<file path="src/hdl/sha1_pkg.sv">
// sha1 engine package: request/response types, queue item type and algorithm constants
package sha1_pkg;

   localparam logic OP_ABSORB = 1'b0;
   localparam logic OP_FINISH = 1'b1;

   typedef struct packed {
      logic       op;
      logic [7:0] data_byte;
   } req_type;

   typedef struct packed {
      logic [31:0] digest_word0;
      logic [31:0] digest_word1;
      logic [31:0] digest_word2;
      logic [31:0] digest_word3;
      logic [31:0] digest_word4;
   } rsp_type;

   typedef struct packed {
      logic       is_finish;
      logic [7:0] data_byte;
   } q_item_type;

   typedef struct packed {
      logic       valid;
      q_item_type item;
   } q_out_type;

   localparam logic [4:0][31:0] H_INIT = {
      32'hC3D2E1F0, 32'h10325476, 32'h98BADCFE, 32'hEFCDAB89, 32'h67452301
   };

   localparam logic [3:0][31:0] ROUND_K = {
      32'hCA62C1D6, 32'h8F1BBCDC, 32'h6ED9EBA1, 32'h5A827999
   };

   localparam logic [7:0] PAD_MARKER   = 8'h80;
   localparam logic [5:0] PAD_LEN_FILL = 6'd56;
   localparam logic [5:0] LAST_FILL    = 6'd63;
   localparam logic [6:0] ROUND_B1     = 7'd20;
   localparam logic [6:0] ROUND_B2     = 7'd40;
   localparam logic [6:0] ROUND_B3     = 7'd60;
   localparam logic [6:0] LAST_ROUND   = 7'd79;
   localparam logic [2:0] LAST_LEN_IDX = 3'd7;

endpackage

</file>
<file path="src/hdl/sha1_front.sv">
// sha1 front end: request intake, classification and item queue
module sha1_front #(
   parameter int DEPTH = 4
) (
   input  logic                clock,
   input  logic                reset,
   input  logic                req_valid,
   output logic                req_stall,
   input  sha1_pkg::req_type   req_data,
   output sha1_pkg::q_out_type q_out,
   input  logic                q_pop
);

   localparam int PTR_W = (DEPTH > 1) ? $clog2(DEPTH) : 1;
   localparam int CNT_W = $clog2(DEPTH + 1);

   sha1_pkg::q_item_type mem_ff [DEPTH];
   logic [PTR_W-1:0]     wr_ptr_ff, wr_ptr_in;
   logic [PTR_W-1:0]     rd_ptr_ff, rd_ptr_in;
   logic [CNT_W-1:0]     count_ff, count_in;
   logic                 push;
   sha1_pkg::q_item_type item;

   assign req_stall = (count_ff == CNT_W'(DEPTH));
   assign push      = req_valid && !req_stall;

   assign item.is_finish = (req_data.op == sha1_pkg::OP_FINISH);
   assign item.data_byte = req_data.data_byte;

   assign q_out.valid = (count_ff != '0);
   assign q_out.item  = mem_ff[rd_ptr_ff];

   always_comb begin
      wr_ptr_in = wr_ptr_ff;
      rd_ptr_in = rd_ptr_ff;
      count_in  = count_ff;
      if (push) begin
         wr_ptr_in = (wr_ptr_ff == PTR_W'(DEPTH - 1)) ? '0 : wr_ptr_ff + PTR_W'(1);
      end
      if (q_pop) begin
         rd_ptr_in = (rd_ptr_ff == PTR_W'(DEPTH - 1)) ? '0 : rd_ptr_ff + PTR_W'(1);
      end
      priority if (push && !q_pop) begin
         count_in = count_ff + CNT_W'(1);
      end else if (q_pop && !push) begin
         count_in = count_ff - CNT_W'(1);
      end else begin
         count_in = count_ff;
      end
   end

   always_ff @(posedge clock) begin
      if (reset) begin
         wr_ptr_ff <= '0;
         rd_ptr_ff <= '0;
         count_ff  <= '0;
      end else begin
         wr_ptr_ff <= wr_ptr_in;
         rd_ptr_ff <= rd_ptr_in;
         count_ff  <= count_in;
      end
   end

   always_ff @(posedge clock) begin
      if (push) begin
         mem_ff[wr_ptr_ff] <= item;
      end
   end

endmodule

</file>
<file path="src/hdl/sha1_back.sv">
// sha1 back end: block window, padding sequencer, round unit and digest register
module sha1_back (
   input  logic                clock,
   input  logic                reset,
   input  sha1_pkg::q_out_type q_out,
   output logic                q_pop,
   output logic                rsp_valid,
   input  logic                rsp_stall,
   output sha1_pkg::rsp_type   rsp_data
);

   typedef enum logic [2:0] {
      ST_IDLE,
      ST_ZERO,
      ST_LEN,
      ST_ROUND,
      ST_SUM,
      ST_EMIT
   } back_state_type;

   back_state_type    state_ff, state_in;
   back_state_type    ret_ff, ret_in;
   back_state_type    after_push;
   logic [5:0]        fill_ff, fill_in;
   logic [60:0]       count_ff, count_in;
   logic [2:0]        len_idx_ff, len_idx_in;
   logic [6:0]        round_ff, round_in;
   logic [4:0][31:0]  chain_ff, chain_in;
   logic [4:0][31:0]  work_ff, work_in;
   logic [511:0]      win_ff, win_in;
   logic              rsp_valid_ff, rsp_valid_in;
   sha1_pkg::rsp_type rsp_data_ff, rsp_data_in;

   logic              push_en;
   logic [7:0]        push_byte;
   logic [7:0][7:0]   len_bytes;
   logic [1:0]        stage;
   logic [31:0]       fn, t_sum, sched_new;
   logic [31:0]       wa, wb, wc, wd, we;

   assign len_bytes = {count_ff, 3'b000};

   assign wa = work_ff[0];
   assign wb = work_ff[1];
   assign wc = work_ff[2];
   assign wd = work_ff[3];
   assign we = work_ff[4];

   always_comb begin
      priority if (round_ff < sha1_pkg::ROUND_B1) begin
         stage = 2'd0;
      end else if (round_ff < sha1_pkg::ROUND_B2) begin
         stage = 2'd1;
      end else if (round_ff < sha1_pkg::ROUND_B3) begin
         stage = 2'd2;
      end else begin
         stage = 2'd3;
      end
   end

   always_comb begin
      unique case (stage)
         2'd0:    fn = (wb & wc) | (~wb & wd);
         2'd2:    fn = (wb & wc) | (wb & wd) | (wc & wd);
         default: fn = wb ^ wc ^ wd;
      endcase
   end

   assign t_sum = {wa[26:0], wa[31:27]} + fn + we + sha1_pkg::ROUND_K[stage]
                  + win_ff[511:480];

   always_comb begin
      logic [31:0] mix;
      mix       = win_ff[95:64] ^ win_ff[255:224] ^ win_ff[447:416] ^ win_ff[511:480];
      sched_new = {mix[30:0], mix[31]};
   end

   always_comb begin
      state_in     = state_ff;
      ret_in       = ret_ff;
      fill_in      = fill_ff;
      count_in     = count_ff;
      len_idx_in   = len_idx_ff;
      round_in     = round_ff;
      chain_in     = chain_ff;
      work_in      = work_ff;
      win_in       = win_ff;
      rsp_valid_in = rsp_valid_ff && rsp_stall;
      rsp_data_in  = rsp_data_ff;
      q_pop        = 1'b0;
      push_en      = 1'b0;
      push_byte    = '0;
      after_push   = ST_IDLE;

      unique case (state_ff)
         ST_IDLE: begin
            if (q_out.valid) begin
               q_pop   = 1'b1;
               push_en = 1'b1;
               if (q_out.item.is_finish) begin
                  push_byte  = sha1_pkg::PAD_MARKER;
                  len_idx_in = '0;
                  after_push = ST_ZERO;
               end else begin
                  push_byte  = q_out.item.data_byte;
                  count_in   = count_ff + 61'd1;
                  after_push = ST_IDLE;
               end
            end
         end
         ST_ZERO: begin
            if (fill_ff == sha1_pkg::PAD_LEN_FILL) begin
               state_in = ST_LEN;
            end else begin
               push_en    = 1'b1;
               after_push = ST_ZERO;
            end
         end
         ST_LEN: begin
            push_en    = 1'b1;
            push_byte  = len_bytes[3'd7 - len_idx_ff];
            len_idx_in = len_idx_ff + 3'd1;
            after_push = (len_idx_ff == sha1_pkg::LAST_LEN_IDX) ? ST_EMIT : ST_LEN;
         end
         ST_ROUND: begin
            work_in  = {wd, wc, {wb[1:0], wb[31:2]}, wa, t_sum};
            win_in   = {win_ff[479:0], sched_new};
            round_in = round_ff + 7'd1;
            if (round_ff == sha1_pkg::LAST_ROUND) begin
               state_in = ST_SUM;
            end
         end
         ST_SUM: begin
            for (int i = 0; i < 5; i++) begin
               chain_in[i] = chain_ff[i] + work_ff[i];
            end
            state_in = ret_ff;
         end
         ST_EMIT: begin
            if (!rsp_valid_ff || !rsp_stall) begin
               rsp_valid_in              = 1'b1;
               rsp_data_in.digest_word0  = chain_ff[0];
               rsp_data_in.digest_word1  = chain_ff[1];
               rsp_data_in.digest_word2  = chain_ff[2];
               rsp_data_in.digest_word3  = chain_ff[3];
               rsp_data_in.digest_word4  = chain_ff[4];
               chain_in                  = sha1_pkg::H_INIT;
               count_in                  = '0;
               state_in                  = ST_IDLE;
            end
         end
         default: begin
            state_in = ST_IDLE;
         end
      endcase

      if (push_en) begin
         win_in  = {win_ff[503:0], push_byte};
         fill_in = fill_ff + 6'd1;
         if (fill_ff == sha1_pkg::LAST_FILL) begin
            state_in = ST_ROUND;
            ret_in   = after_push;
            round_in = '0;
            work_in  = chain_ff;
         end else begin
            state_in = after_push;
         end
      end
   end

   always_ff @(posedge clock) begin
      if (reset) begin
         state_ff     <= ST_IDLE;
         ret_ff       <= ST_IDLE;
         fill_ff      <= '0;
         count_ff     <= '0;
         len_idx_ff   <= '0;
         round_ff     <= '0;
         chain_ff     <= sha1_pkg::H_INIT;
         rsp_valid_ff <= 1'b0;
         rsp_data_ff  <= '0;
      end else begin
         state_ff     <= state_in;
         ret_ff       <= ret_in;
         fill_ff      <= fill_in;
         count_ff     <= count_in;
         len_idx_ff   <= len_idx_in;
         round_ff     <= round_in;
         chain_ff     <= chain_in;
         rsp_valid_ff <= rsp_valid_in;
         rsp_data_ff  <= rsp_data_in;
      end
   end

   always_ff @(posedge clock) begin
      work_ff <= work_in;
      win_ff  <= win_in;
   end

   assign rsp_valid = rsp_valid_ff;
   assign rsp_data  = rsp_data_ff;

endmodule

</file>
<file path="src/hdl/sha1_hash_engine.sv">
// sha1 hash engine top level: request queue in front of the compression back end
// Each absorb request adds one byte to the block window in the back end, and every
// 64th byte adds an 80-round compression (one round per cycle) followed by a step
// that folds the result into the chaining value. A finish request pads in the back end
// one byte per cycle between compressions (9 to 72 pad bytes, with one or two
// compressions) and then loads the digest into the response register. Requests queue
// up to QUEUE_DEPTH deep while the back end is busy with a compression or padding,
// and the back end keeps working while a finished digest waits to be taken.
module sha1_hash_engine #(
   parameter int QUEUE_DEPTH = 4
) (
   input  logic              clock,
   input  logic              reset,
   input  logic              req_valid,
   output logic              req_stall,
   input  sha1_pkg::req_type req_data,
   output logic              rsp_valid,
   input  logic              rsp_stall,
   output sha1_pkg::rsp_type rsp_data
);

   sha1_pkg::q_out_type q_out;
   logic                q_pop;

   sha1_front #(
      .DEPTH(QUEUE_DEPTH)
   ) u_front (
      .clock     (clock),
      .reset     (reset),
      .req_valid (req_valid),
      .req_stall (req_stall),
      .req_data  (req_data),
      .q_out     (q_out),
      .q_pop     (q_pop)
   );

   sha1_back u_back (
      .clock     (clock),
      .reset     (reset),
      .q_out     (q_out),
      .q_pop     (q_pop),
      .rsp_valid (rsp_valid),
      .rsp_stall (rsp_stall),
      .rsp_data  (rsp_data)
   );

endmodule

</file>
<file path="config.mk">
export PLATFORM = sky130hd
export DESIGN_NAME = sha1_hash_engine
export DESIGN_NICKNAME = d
export VERILOG_FILES = /design/src/hdl/sha1_pkg.sv /design/src/hdl/sha1_front.sv /design/src/hdl/sha1_back.sv /design/src/hdl/sha1_hash_engine.sv
export SDC_FILE = /design/constraint.sdc
export NUM_CORES = 2
export LEC_CHECK = 0
export ABC_AREA = 1
export BUFFER_PORTS_ARGS = -buffer_cell sky130_fd_sc_hd__clkbuf_2
export CAP_MARGIN = 10
export CORE_ASPECT_RATIO = 0.8
export CORE_MARGIN = 10
export CORE_UTILIZATION = 55
export DETAILED_ROUTE_END_ITERATION = 8
export GPL_ROUTABILITY_DRIVEN = 0
export MAX_ROUTING_LAYER = met4
export PLACE_DENSITY = 0.72
export SLEW_MARGIN = 0
export SYNTH_ARGS = -nofsm -noshare
export SYNTH_HDL_FRONTEND = slang
export SYNTH_SLANG_ARGS = --single-unit
</file>
<file path="constraint.sdc">
create_clock -name clock -period 17.55 [get_ports clock]
set_input_delay 1.755 -clock clock [delete_from_list [all_inputs] [get_ports clock]]
set_output_delay 1.755 -clock clock [all_outputs]
set_load 0.01 [all_outputs]
</file>
==> metrics.log <==
INFO  metric area_delta_synth_final = 8.39%
INFO  metric clock_pin_slew_of_the_registers_on_the_worst_case_setup_and_hold_paths = 0.07 ns
INFO  metric first_iter_violations = 9104
INFO  metric crit_path_end_kind = register
INFO  metric min_delay_path_depth = 2
INFO  metric worstPathCellList = nand2_1 > nand3_1 > inv_1 > buf_4 > nor2_1 > inv_1 > nand2_1 > fa_1 > fa_1 > inv_1 > fa_1 > inv_1 > ha_1 > nand2_1 > inv_1 > a21oi_1 > o21ai_0 > a21oi_1 > nand2_1 > nand2_1 > nand3_1 > nand2_1 > nand2_1
INFO  metric netlist_instances = 8838
INFO  metric share_of_yosys_cell_area_claimed_by_the_top_area_cell_type = 0.253
INFO  metric final.setup_skew = 0.0531 ns
INFO  metric coreArea = 117000 um^2
INFO  metric layout.cells.most_common_list = nand2_1 (3207), inv_1 (1007), o21ai_0 (739)
INFO  metric clock_sink_count = 1121
INFO  metric muxShareOfSynthArea = 0
INFO  metric critical_path.max_stage_delay = 0.50 ns
INFO  metric detailroute.via_count = 59700
INFO  metric share_of_final_layout_standard_cells_stronger_than_drive_strength_1 = 0.0496
INFO  metric netlist_area_pre_place = 65000 um^2
INFO  metric startpoint_class = register
INFO  metric timing.setup.critical_path_class = register to register
INFO  metric synth_flop_cell = dfxtp_1
INFO  metric insertion_delay = 0.78 ns
INFO  metric post_synth_simple_gate_area = 0.279
INFO  metric placement_rows = 112
INFO  metric p_leak = 33.1 nW
INFO  metric most_frequent_standard_cell_in_the_layout_excluding_fill_and_tap_cells = nand2_1
INFO  metric power_density = 196 nW/um^2
INFO  metric clock_tree.root_cell = clkbuf_16
INFO  metric yosys.area_share.xor_xnor = 0.0205
INFO  metric nNetsFinal = 9161
INFO  metric cts_repair_resize_count = 0
INFO  metric synth.largest_area_cell = edfxtp_1
INFO  metric synth.net_count = 9180
INFO  metric max_transition_viols_final = 0
INFO  metric yosys_warnings = 0
INFO  metric grt_util_all_layers = 0.304
INFO  metric worst_hold_slack = 0.466 ns
INFO  metric detail_route.wl_per_cell = 19.5 um
INFO  metric initial_cell_density_of_the_core = 0.555
INFO  metric clock_buffer_count_from_cts = 112
INFO  metric setup_repair_after_global_routing_missed_its_margin = no
INFO  metric main_combinational_cell_family_by_area_after_synthesis = simple AND/OR/NAND/NOR gates
INFO  metric place.port_buffers = 174
INFO  metric cp_data_required_time = 18.22 ns
INFO  metric die_outline_width = 404 um
INFO  metric die_area = 132000 um^2
INFO  metric route.detailed.drc = 0
INFO  metric cts_hold_repair.buffers = 0
INFO  metric maxCapViolations = 0
INFO  metric initial_antenna_violation_count = 8
INFO  metric die_y = 327 um
INFO  metric fin_crit = 5.28 ns
INFO  metric grt_start_max_net_pins = 235
INFO  metric route.antenna.remaining_nets = 0
INFO  metric drt-vias-per-instance = 5.71
INFO  metric first_global_vias = 53600
INFO  metric post_synth_main_area_contributors = edfxtp_1 (25%), nand2_1 (19%), dfxtp_1 (18%), inv_1 (5.8%), o21ai_0 (5.7%)
INFO  metric status = finished, final reports clean
INFO  metric drt_first_pass_iters = 8
INFO  metric overflow = 0
INFO  metric timing.critical_path.fanout_max = 32
INFO  metric critical_path.slowest_cell = fa_1
INFO  metric yosys_register_bits = 1121
INFO  metric synth-seq-area-share = 0.430
INFO  metric worst_vdd_drop = 0.000226 V
INFO  metric cts_tree = built
INFO  metric htreeDepth = 3
INFO  metric cp_common_cell = nand2_1
INFO  metric placed_wire_length_estimate_after_detailed_placement = 149000 um
INFO  metric final_util = 0.602
INFO  metric average_footprint_of_a_synthesized_cell = 7.35 um^2
INFO  metric post-cts-setup-buffers = 0
INFO  metric finalWirelength = 204000 um
INFO  metric edff_count_synth = 548
INFO  metric synthDistinctLibCells = 52
INFO  metric number_of_top_level_design_ports = 175
INFO  metric area_fraction_in_compound_gates_after_synthesis = 0.110
INFO  metric grt_pass1_wl = 310000 um
INFO  metric setup-tns-final = 0 ns
INFO  metric timing.final.hold_violations = 0
INFO  metric tightest_slew = 1.14 ns
INFO  metric hold_path_class = register to register
INFO  metric worstPathArrival = 5.95 ns
INFO  metric setup_viol_count_final = 0
INFO  metric highest_clock_frequency_the_design_can_meet = 0.189 GHz
INFO  metric post_synth_fa_ha_maj_area_fraction = 0.0779
INFO  metric finalCritPeriodShare = 0.301
INFO  metric relSlewSlack = 0.242
INFO  metric cts-root-to-sink-buffers = 3
INFO  metric cell_depth_of_the_worst_flop_to_flop_path = 23
INFO  metric ys_async_sr_fraction = 0
-- synthesized netlist by cell type, drive strengths merged, types with 40 or more instances --
master and n:
inv 1021, nor2 689, dfxtp 573, xor2 54
buf 180, edfxtp 548, nand4 107, a21oi 420
o211ai 40, xnor2 98, nand3 384, nand2 3212
o21bai 50, clkbuf 163, nor3 76, fa 126
ha 203, o21ai 759
-- layout make-up --
cell class                      instances  area (um^2)
Clock inverter                         80          893
Clock buffer                          131         2940
Sequential cell                      1121        27900
Multi-Input combinational cell       6351        31700
Antenna cell                            7         17.5
Tap cell                             1539         1930
Fill cell                           10700        46600
Timing Repair Buffer                  210         1190
Inverter                             1023         3860
-- flip-flops by register name, indices dropped and copies added (netlist names), 3 cells and up, named ones only --
register	cells
u_back.win_ff	512
u_back.chain_ff	160
u_back.rsp_data	160
u_back.count_ff	61
u_front.mem_ff	36
u_back.wa	32
u_back.wb	32
u_back.wc	32
u_back.wd	32
u_back.we	32
u_back.round_ff	7
u_back.fill_ff	6
u_back.len_idx_ff	3
u_back.ret_ff	3
u_back.state_ff	3
u_front.count_ff	3
-- per-layer routing --
layer / up-vias / part of all wire / global-route usage
li1: 28400 / - / -
met1: 27600 / 0.43 / 0.435
met2: 3307 / 0.39 / 0.399
met3: 476 / 0.15 / 0.112
met4: 0 / 0.029 / 0.0764
met5: - / 0 / -
-- worst max-delay path, delay by kind of cell (launching register included) --
family          cells  cell delay (ns)
simple gates       10             1.57
fa+ha+maj           4             1.81
buf+inv             6             0.69
compound gates      3             0.65
flops               1             0.43
-- power by group --
group / leakage [nW] / total [mW] / internal (mW) / switching, mW
sequential: 10.2 / 4.83 / 4.12 / 0.711
combinational: 21.1 / 6.49 / 2.02 / 4.47
clock: 1.84 / 2.50 / 1.39 / 1.11
-- cells by family after synthesis --
kind of cell,after synthesis
XOR/XNOR,152
adder cells (fa/ha/maj),329
buffers and inverters,1366
AO/OA/AOI/OAI,1344
AND/OR/NAND/NOR,4526
flip-flops,1121
-- final timing paths --
kind	start	endpoint	slack, ns
worst max register to register	u_back.round_ff[4]$_SDFF_PP0_	u_back.wa[29]$_DFF_P_	12.27
worst min-delay path	u_back.ret_ff[1]$_SDFFE_PP0P_	u_back.ret_ff[1]$_SDFFE_PP0P_	0.47
worst max-delay path	u_back.round_ff[4]$_SDFF_PP0_	u_back.wa[29]$_DFF_P_	12.27
worst min register to register	u_back.ret_ff[1]$_SDFFE_PP0P_	u_back.ret_ff[1]$_SDFFE_PP0P_	0.47
-- per-stage QoR --
stage | total power, mW | cells | instance area [um^2] | worst slack, ns
final | 13.8 | 10500 | 70400 | 12.27
after global routing | 14.7 | 10500 | 70400 | 11.96
after CTS | 13.6 | 10500 | 70400 | 12.39
after detailed placement | 11.1 | 10200 | 66600 | 12.41
after global placement | 11.0 | 10200 | 66600 | 12.50
after floorplan | 9.61 | 8838 | 65000 | 4.35
Power figures use the tool's default switching activity.
